<file path="config.mk">
export PLATFORM = sky130hd
export DESIGN_NAME = mtli_controller
export DESIGN_NICKNAME = d
export VERILOG_FILES = /design/src/rtl/mtli_pkg.sv /design/src/rtl/mtli_controller.sv
export SDC_FILE = /design/constraint.sdc
export NUM_CORES = 1
export LEC_CHECK = 0
export BUFFER_PORTS_ARGS = -buffer_cell sky130_fd_sc_hd__clkbuf_2
export CAP_MARGIN = 20
export CORE_UTILIZATION = 48
export CTS_CLUSTER_DIAMETER = 30
export DETAILED_ROUTE_END_ITERATION = 8
export PLACE_DENSITY = 0.79
export SETUP_SLACK_MARGIN = 0.3
export SKIP_LAST_GASP = 1
export SLEW_MARGIN = 20
export SYNTH_ARGS = -nofsm -noshare
export SYNTH_HDL_FRONTEND = slang
export SYNTH_SLANG_ARGS = --single-unit
export TNS_END_PERCENT = 100
</file>
<file path="constraint.sdc">
create_clock -name i_clk -period 2 [get_ports i_clk]
set_input_delay 0.3 -clock i_clk [delete_from_list [all_inputs] [get_ports i_clk]]
set_output_delay 0.3 -clock i_clk [all_outputs]
set_load 0.02 [all_outputs]
</file>
<file path="src/rtl/mtli_pkg.sv">
`timescale 1ns / 1ps
// Package for the multi-table linear interpolator.
// Holds default sizes, status and result-source codes, and controller/datapath structs.
package mtli_pkg;

    localparam int TABLE_DEPTH_DEF    = 64;
    localparam int MATERIAL_COUNT_DEF = 4;
    localparam int DATA_WIDTH_DEF     = 32;

    localparam logic [1:0] ST_OK    = 2'd0;
    localparam logic [1:0] ST_FULL  = 2'd1;
    localparam logic [1:0] ST_EMPTY = 2'd2;

    localparam logic [1:0] RES_ZERO   = 2'd0;
    localparam logic [1:0] RES_RDV    = 2'd1;
    localparam logic [1:0] RES_INTERP = 2'd2;

    typedef struct packed {
        logic       capture;
        logic       append_wr;
        logic       rd_en;
        logic       load_prev;
        logic       md_init;
        logic       md_step;
        logic       res_set;
        logic [1:0] res_src;
        logic [1:0] res_stat;
        logic       out_load;
    } t_cmd;

    typedef struct packed {
        logic is_query;
        logic mat_ok;
        logic empty;
        logic full;
        logic x_le;
        logic x_ge;
        logic x_eq;
        logic out_busy;
    } t_sts;

endpackage

</file>
<file path="src/rtl/mtli_controller.sv">
`timescale 1ns / 1ps
// Controller: sequences append, clamp checks, linear search and muldiv steps.
// Depends on mtli_pkg.
module mtli_controller #(
    parameter int DATA_WIDTH = 32,
    parameter int IW         = 6,
    parameter int CW         = 7,
    parameter int BW         = 5
) (
    input  logic           i_clk,
    input  logic           i_rst_n,
    input  logic           i_in_valid,
    output logic           o_in_ready,
    input  mtli_pkg::t_sts i_sts,
    input  logic [CW-1:0]  i_fill,
    output mtli_pkg::t_cmd o_cmd_bus,
    output logic [IW-1:0]  o_rd_idx,
    output logic [BW-1:0]  o_md_bit
);
    import mtli_pkg::*;

    localparam logic [3:0] S_IDLE = 4'd0;
    localparam logic [3:0] S_DEC  = 4'd1;
    localparam logic [3:0] S_C0   = 4'd2;
    localparam logic [3:0] S_CL   = 4'd3;
    localparam logic [3:0] S_CK   = 4'd4;
    localparam logic [3:0] S_MD   = 4'd5;
    localparam logic [3:0] S_RES  = 4'd6;
    localparam logic [3:0] S_FIN  = 4'd7;

    localparam logic [BW-1:0] BIT_TOP = BW'(DATA_WIDTH - 1);

    logic [3:0]    r_state, n_state;
    logic [IW-1:0] r_k, n_k;
    logic [BW-1:0] r_bit, n_bit;

    always_comb begin
        n_state   = r_state;
        n_k       = r_k;
        n_bit     = r_bit;
        o_cmd_bus = '0;
        o_rd_idx  = '0;
        case (r_state)
            S_IDLE: begin
                if (i_in_valid) begin
                    o_cmd_bus.capture = 1'b1;
                    n_state           = S_DEC;
                end
            end
            S_DEC: begin
                o_cmd_bus.res_set = 1'b1;
                o_cmd_bus.res_src = RES_ZERO;
                if (!i_sts.is_query) begin
                    o_cmd_bus.append_wr = 1'b1;
                    o_cmd_bus.res_stat  = (i_sts.mat_ok && !i_sts.full) ? ST_OK : ST_FULL;
                    n_state             = S_FIN;
                end else if (!i_sts.mat_ok || i_sts.empty) begin
                    o_cmd_bus.res_stat = ST_EMPTY;
                    n_state            = S_FIN;
                end else begin
                    o_cmd_bus.res_set = 1'b0;
                    o_cmd_bus.rd_en   = 1'b1;
                    n_state           = S_C0;
                end
            end
            S_C0: begin
                if (i_sts.x_le) begin
                    o_cmd_bus.res_set = 1'b1;
                    o_cmd_bus.res_src = RES_RDV;
                    n_state           = S_FIN;
                end else begin
                    o_cmd_bus.load_prev = 1'b1;
                    o_cmd_bus.rd_en     = 1'b1;
                    o_rd_idx            = IW'(i_fill - CW'(1));
                    n_state             = S_CL;
                end
            end
            S_CL: begin
                if (i_sts.x_ge) begin
                    o_cmd_bus.res_set = 1'b1;
                    o_cmd_bus.res_src = RES_RDV;
                    n_state           = S_FIN;
                end else begin
                    o_cmd_bus.rd_en = 1'b1;
                    o_rd_idx        = IW'(1);
                    n_k             = IW'(1);
                    n_state         = S_CK;
                end
            end
            S_CK: begin
                if (i_sts.x_eq) begin
                    o_cmd_bus.res_set = 1'b1;
                    o_cmd_bus.res_src = RES_RDV;
                    n_state           = S_FIN;
                end else if (i_sts.x_ge) begin
                    o_cmd_bus.load_prev = 1'b1;
                    o_cmd_bus.rd_en     = 1'b1;
                    o_rd_idx            = r_k + IW'(1);
                    n_k                 = r_k + IW'(1);
                end else begin
                    o_cmd_bus.md_init = 1'b1;
                    n_bit             = BIT_TOP;
                    n_state           = S_MD;
                end
            end
            S_MD: begin
                o_cmd_bus.md_step = 1'b1;
                n_bit             = r_bit - BW'(1);
                if (r_bit == '0) begin
                    n_state = S_RES;
                end
            end
            S_RES: begin
                o_cmd_bus.res_set = 1'b1;
                o_cmd_bus.res_src = RES_INTERP;
                n_state           = S_FIN;
            end
            S_FIN: begin
                if (!i_sts.out_busy) begin
                    o_cmd_bus.out_load = 1'b1;
                    n_state            = S_IDLE;
                end
            end
            default: begin
                n_state = S_IDLE;
            end
        endcase
    end

    always_ff @(posedge i_clk) begin
        if (!i_rst_n) begin
            r_state <= S_IDLE;
        end else begin
            r_state <= n_state;
        end
    end

    always_ff @(posedge i_clk) begin
        r_k   <= n_k;
        r_bit <= n_bit;
    end

    assign o_in_ready = (r_state == S_IDLE);
    assign o_md_bit   = r_bit;

    a_out_no_overwrite: assert property (@(posedge i_clk) disable iff (!i_rst_n)
        o_cmd_bus.out_load |-> !i_sts.out_busy)
        else $error("result loaded over a pending one");

    a_interp_above: assert property (@(posedge i_clk) disable iff (!i_rst_n)
        o_cmd_bus.md_init |-> (!i_sts.x_ge && r_state == S_CK))
        else $error("interpolation started without an upper entry");

    a_bit_count: assert property (@(posedge i_clk) disable iff (!i_rst_n)
        (r_state == S_MD && r_bit != '0) |=> (r_state == S_MD && r_bit == $past(r_bit) - BW'(1)))
        else $error("muldiv bit counter out of step");

endmodule

</file>
==> results by group <==
Outcome
  – Status: complete, but fails checks
  – Violations in the final reports: negative setup slack

Timing
  – Post-layout min period: 2.07 ns
  – Post-Route Setup TNS: -0.0703 ns
  – Worst slew margin: between 60% and 70%
  – Unrepaired setup endpoints after global routing: true
  – Worst Slack Setup Final: -0.0703 ns
  – Portion of the clock cycle consumed by the worst path in the final layout: 104%
  – Maximum clock rate: between 400 and 500 MHz
  – Final-report hold violation count: 0
  – Final hold slack: around 0.28 ns
  – Slew at the pin with the worst max-slew slack: approximately 0.45 ns
  – Worst-case clock skew: 0.00295 ns
  – Final-report max-slew violation count: 0
  – Final setup violating endpoints: 1

Place
  – Half-perimeter wire length after placement: ~2300 um
  – Area after DPL: approximately 1400 um^2
  – Count of input and output buffers: 40
  – Placed instance count: 199
  – Final weighted congestion in routability-driven placement: around 0.89
  – Worst setup timing slack at the placement stage: 0.133 ns

Clock network
  – Worst-path clk slew: roughly 0.09 ns
  – CTS root buffer: sky130_fd_sc_hd__clkbuf_4
  – Skew-Pair Late Insertion Delay: ~0.29 ns
  – Number of hold buffers added after cts: 0
  – Number of buffers on the longest clock path: 2
  – Number of sinks on the clock net: 14
  – H-Tree Depth: 1
  – TritonCTS Buffers: 3
  – Clock tree from TritonCTS: yes

Route
  – First-pass DRT Iterations: 7
  – WL final: slightly below 5000 um
  – Detail-routed net length per standard cell: ~22 um
  – Vias per std cell: ~6.3
  – Routed via count: around 1,400
  – ANT nets after route: 0
  – Post-route DRC: 0
  – 1st-iter DRT viols: 110

Floorplanning
  – Placement Rows: 16
  – Die Area: around 2400 um^2
  – Effective utilization at floorplan: around 53%
  – Horiz. Die Dim: 49.5 um
  – Vertical extent of the die: a little under 50 um
  – Core Area: 2040 um^2
  – Number of primary I/O pins: 42

GRT
  – Fraction of met3 tracks used by global routing: a little under 6%
  – Initial antenna violation count: 0
  – Via count of the first global-routing pass: 1,235
  – Global route total overflow: 0
  – Met1 demand-to-capacity share in global routing: about 34%
  – GR Layer Usage met2: about three fifths
  – Global router's overall resource usage: a little under a third
  – Gr busiest metal: met2
  – Pin count of the biggest net entering global routing: 12
  – Wire length of the first global-routing pass: roughly 5700 um

Worst setup path
  – CP startpoint kind: flop
  – Category of the critical setup timing path: reg -> out
  – Max Fanout on Critical Path: 7
  – Cell at the slowest stage of the critical path: sky130_fd_sc_hd__or3b_4
  – Worst endpoint data arrival time: ~1.8 ns
  – Required time at the endpoint of the critical path: around 1.7 ns
  – Worst path max stage delay: 0.40 ns
  – Critical path capture point type: output pin
  – Worst path cell trace: or3b_4 > or2_4 > o21ai_4 > nand3b_1 > clkbuf_8
  – Worst reg-to-reg path cell count: 8

Power and ir drop
  – Net switching component of the power: about 1.0 mW
  – Maximum VDD drop: between 0.001 and 0.0015 V
  – Static leakage: between 0.8 and 0.9 nW
  – Internal power: roughly 1.3 mW
  – Part of the power in the clock network: under 10%
  – PwrDens: between 1000 and 1500 nW/um^2
  – Total power draw: roughly 2.3 mW
  – Portion of total power attributed to combinational logic: between 70% and 80%
  – Sequential cell fraction of total power: between 10% and 20%
  – Net switching share of the total power: about 43%

Cells and area
  – Final std cells w/o fill: 228
  – Filler instances: between 70 and 80
  – Syn-to-layout area delta: 76.5%
  – Fraction of layout cells with a size suffix above 1: 53.7%
  – Final core utilization: 93.4%
  – Final design area excluding fillers: 1910 um^2
  – # diodes: 0
  – Count of nets after finishing: 224

Synth
  – Number of warnings reported in the yosys synthesis log: 0
  – Number of instances in the synthesized netlist: between 100 and 150
  – Synthesized Nets: approximately 150
  – Leading post-synthesis cells by instance count: sky130_fd_sc_hd__nand2_1 (16), sky130_fd_sc_hd__nor2_1 (15), sky130_fd_sc_hd__edfxtp_1 (11)
  – Post-synthesis area per instance: between 8 and 9 um^2
  – Proportion of synthesized chip area in sequential cells: 36.1%
  – Biggest area contributors in the synthesized netlist: sky130_fd_sc_hd__edfxtp_1 (31%), sky130_fd_sc_hd__dfxtp_1 (5.6%), sky130_fd_sc_hd__nand2_1 (5.6%)
  – Most common cell in the netlist: sky130_fd_sc_hd__nand2_1
  – Number of synthesized register bits: 14
  – Netlist area before placement: about 1100 um^2
  – Dominant synthesized flop cell: sky130_fd_sc_hd__edfxtp_1
  – Area fraction of the dominant cell type after synthesis: 30.6%
  – Library cells used by synthesis: 38
  – Fraction of synthesis flops using an asynchronous set or reset pin: 0%
  – Library cell with the largest summed area after synthesis: sky130_fd_sc_hd__edfxtp_1
  – Number of synthesized flops with an enable pin: 11

Worst hold path
  – Hold Crit Depth: 2
  – Worst min path class: in -> reg

Run
  – Number of maximum-capacitance violations: 0
==> power groups by stage <==
stage / Clock (mW) / Sequential, mW / Combinational (mW)
after CTS: 0.171 / 0.434 / 1.22
after global routing: 0.187 / 0.455 / 1.75
final: 0.172 / 0.451 / 1.69
after floorplan: 0 / 0.420 / 0.635
after detailed placement: 0 / 0.442 / 0.905
after global placement: 0 / 0.440 / 0.875
==> timing repair <==
| item | CTS | global route |
|---|---|---|
| pin swaps | 5 | 9 |
| gates cloned | 0 | 1 |
| endpoints found under the setup margin | 14 | 25 |
| gates resized for setup | 41 | 40 |
| setup buffers | 11 | 13 |
==> logic make-up after synthesis <==
group                    count (synthesis)  share of synthesized area (%)
AND/OR/NAND/NOR                         65                           30.4
XOR/XNOR                                10                           8.10
buffers and inverters                   13                           5.67
adder cells (fa/ha/maj)                  4                           4.63
flip-flops                              14                           36.1
AO/OA/AOI/OAI                           23                           14.1
multiplexers                             1                          0.926
==> flip-flops by register name, summed over array words and instances (netlist names) <==
signal and count:
o_md_bit 5, r_k 6, r_state 3
==> cell type report <==
class | count | area (um^2) | area share [%]
multi-input cells | 103 | 802 | 42.0
repair buffers | 74 | 624 | 32.7
flip-flops and latches | 14 | 399 | 20.9
clock buffers | 3 | 22.5 | 1.18
clock inverters | 1 | 3.75 | 0.197
inverters | 6 | 22.5 | 1.18
well taps | 27 | 33.8 | 1.77
==> per-layer routing <==
metal  routed length (um)  vias to the layer above
li1                     -                      606
met4                  207                        0
met2                 2510                      121
met5                    0                        -
met1                 1840                      688
met3                  409                       31
==> path summary, 6_finish.rpt <==
path	slack, ns	endpoint	from
worst max-delay path	-0.07	o_cmd_bus[9]	r_state[0]
worst min-delay path	0.28	r_state[2]	i_rst_n
worst max register to register	0.18	r_state[2]	r_state[0]
worst min register to register	0.66	o_md_bit[0]	o_md_bit[0]
==> placed cells by master (no fill, tap or decap), types with 5 or more instances in the layout <==
master	instances
sky130_fd_sc_hd__o22ai_2	6
sky130_fd_sc_hd__nor2_1	12
sky130_fd_sc_hd__xnor2_1	5
sky130_fd_sc_hd__buf_4	28
sky130_fd_sc_hd__clkbuf_8	8
sky130_fd_sc_hd__buf_6	13
sky130_fd_sc_hd__clkbuf_2	22
sky130_fd_sc_hd__inv_1	6
sky130_fd_sc_hd__nand2_1	13
sky130_fd_sc_hd__nand3_1	5
sky130_fd_sc_hd__edfxtp_1	11
==> worst max-delay path, delay by kind of cell (launching register included) <==
kind	cells	cell delay (ns)
AND/OR/NAND/NOR	3	0.86
flip-flops	1	0.35
buffers and inverters	1	0.16
AO/OA/AOI/OAI	1	0.10
Power figures use the tool's default switching activity.
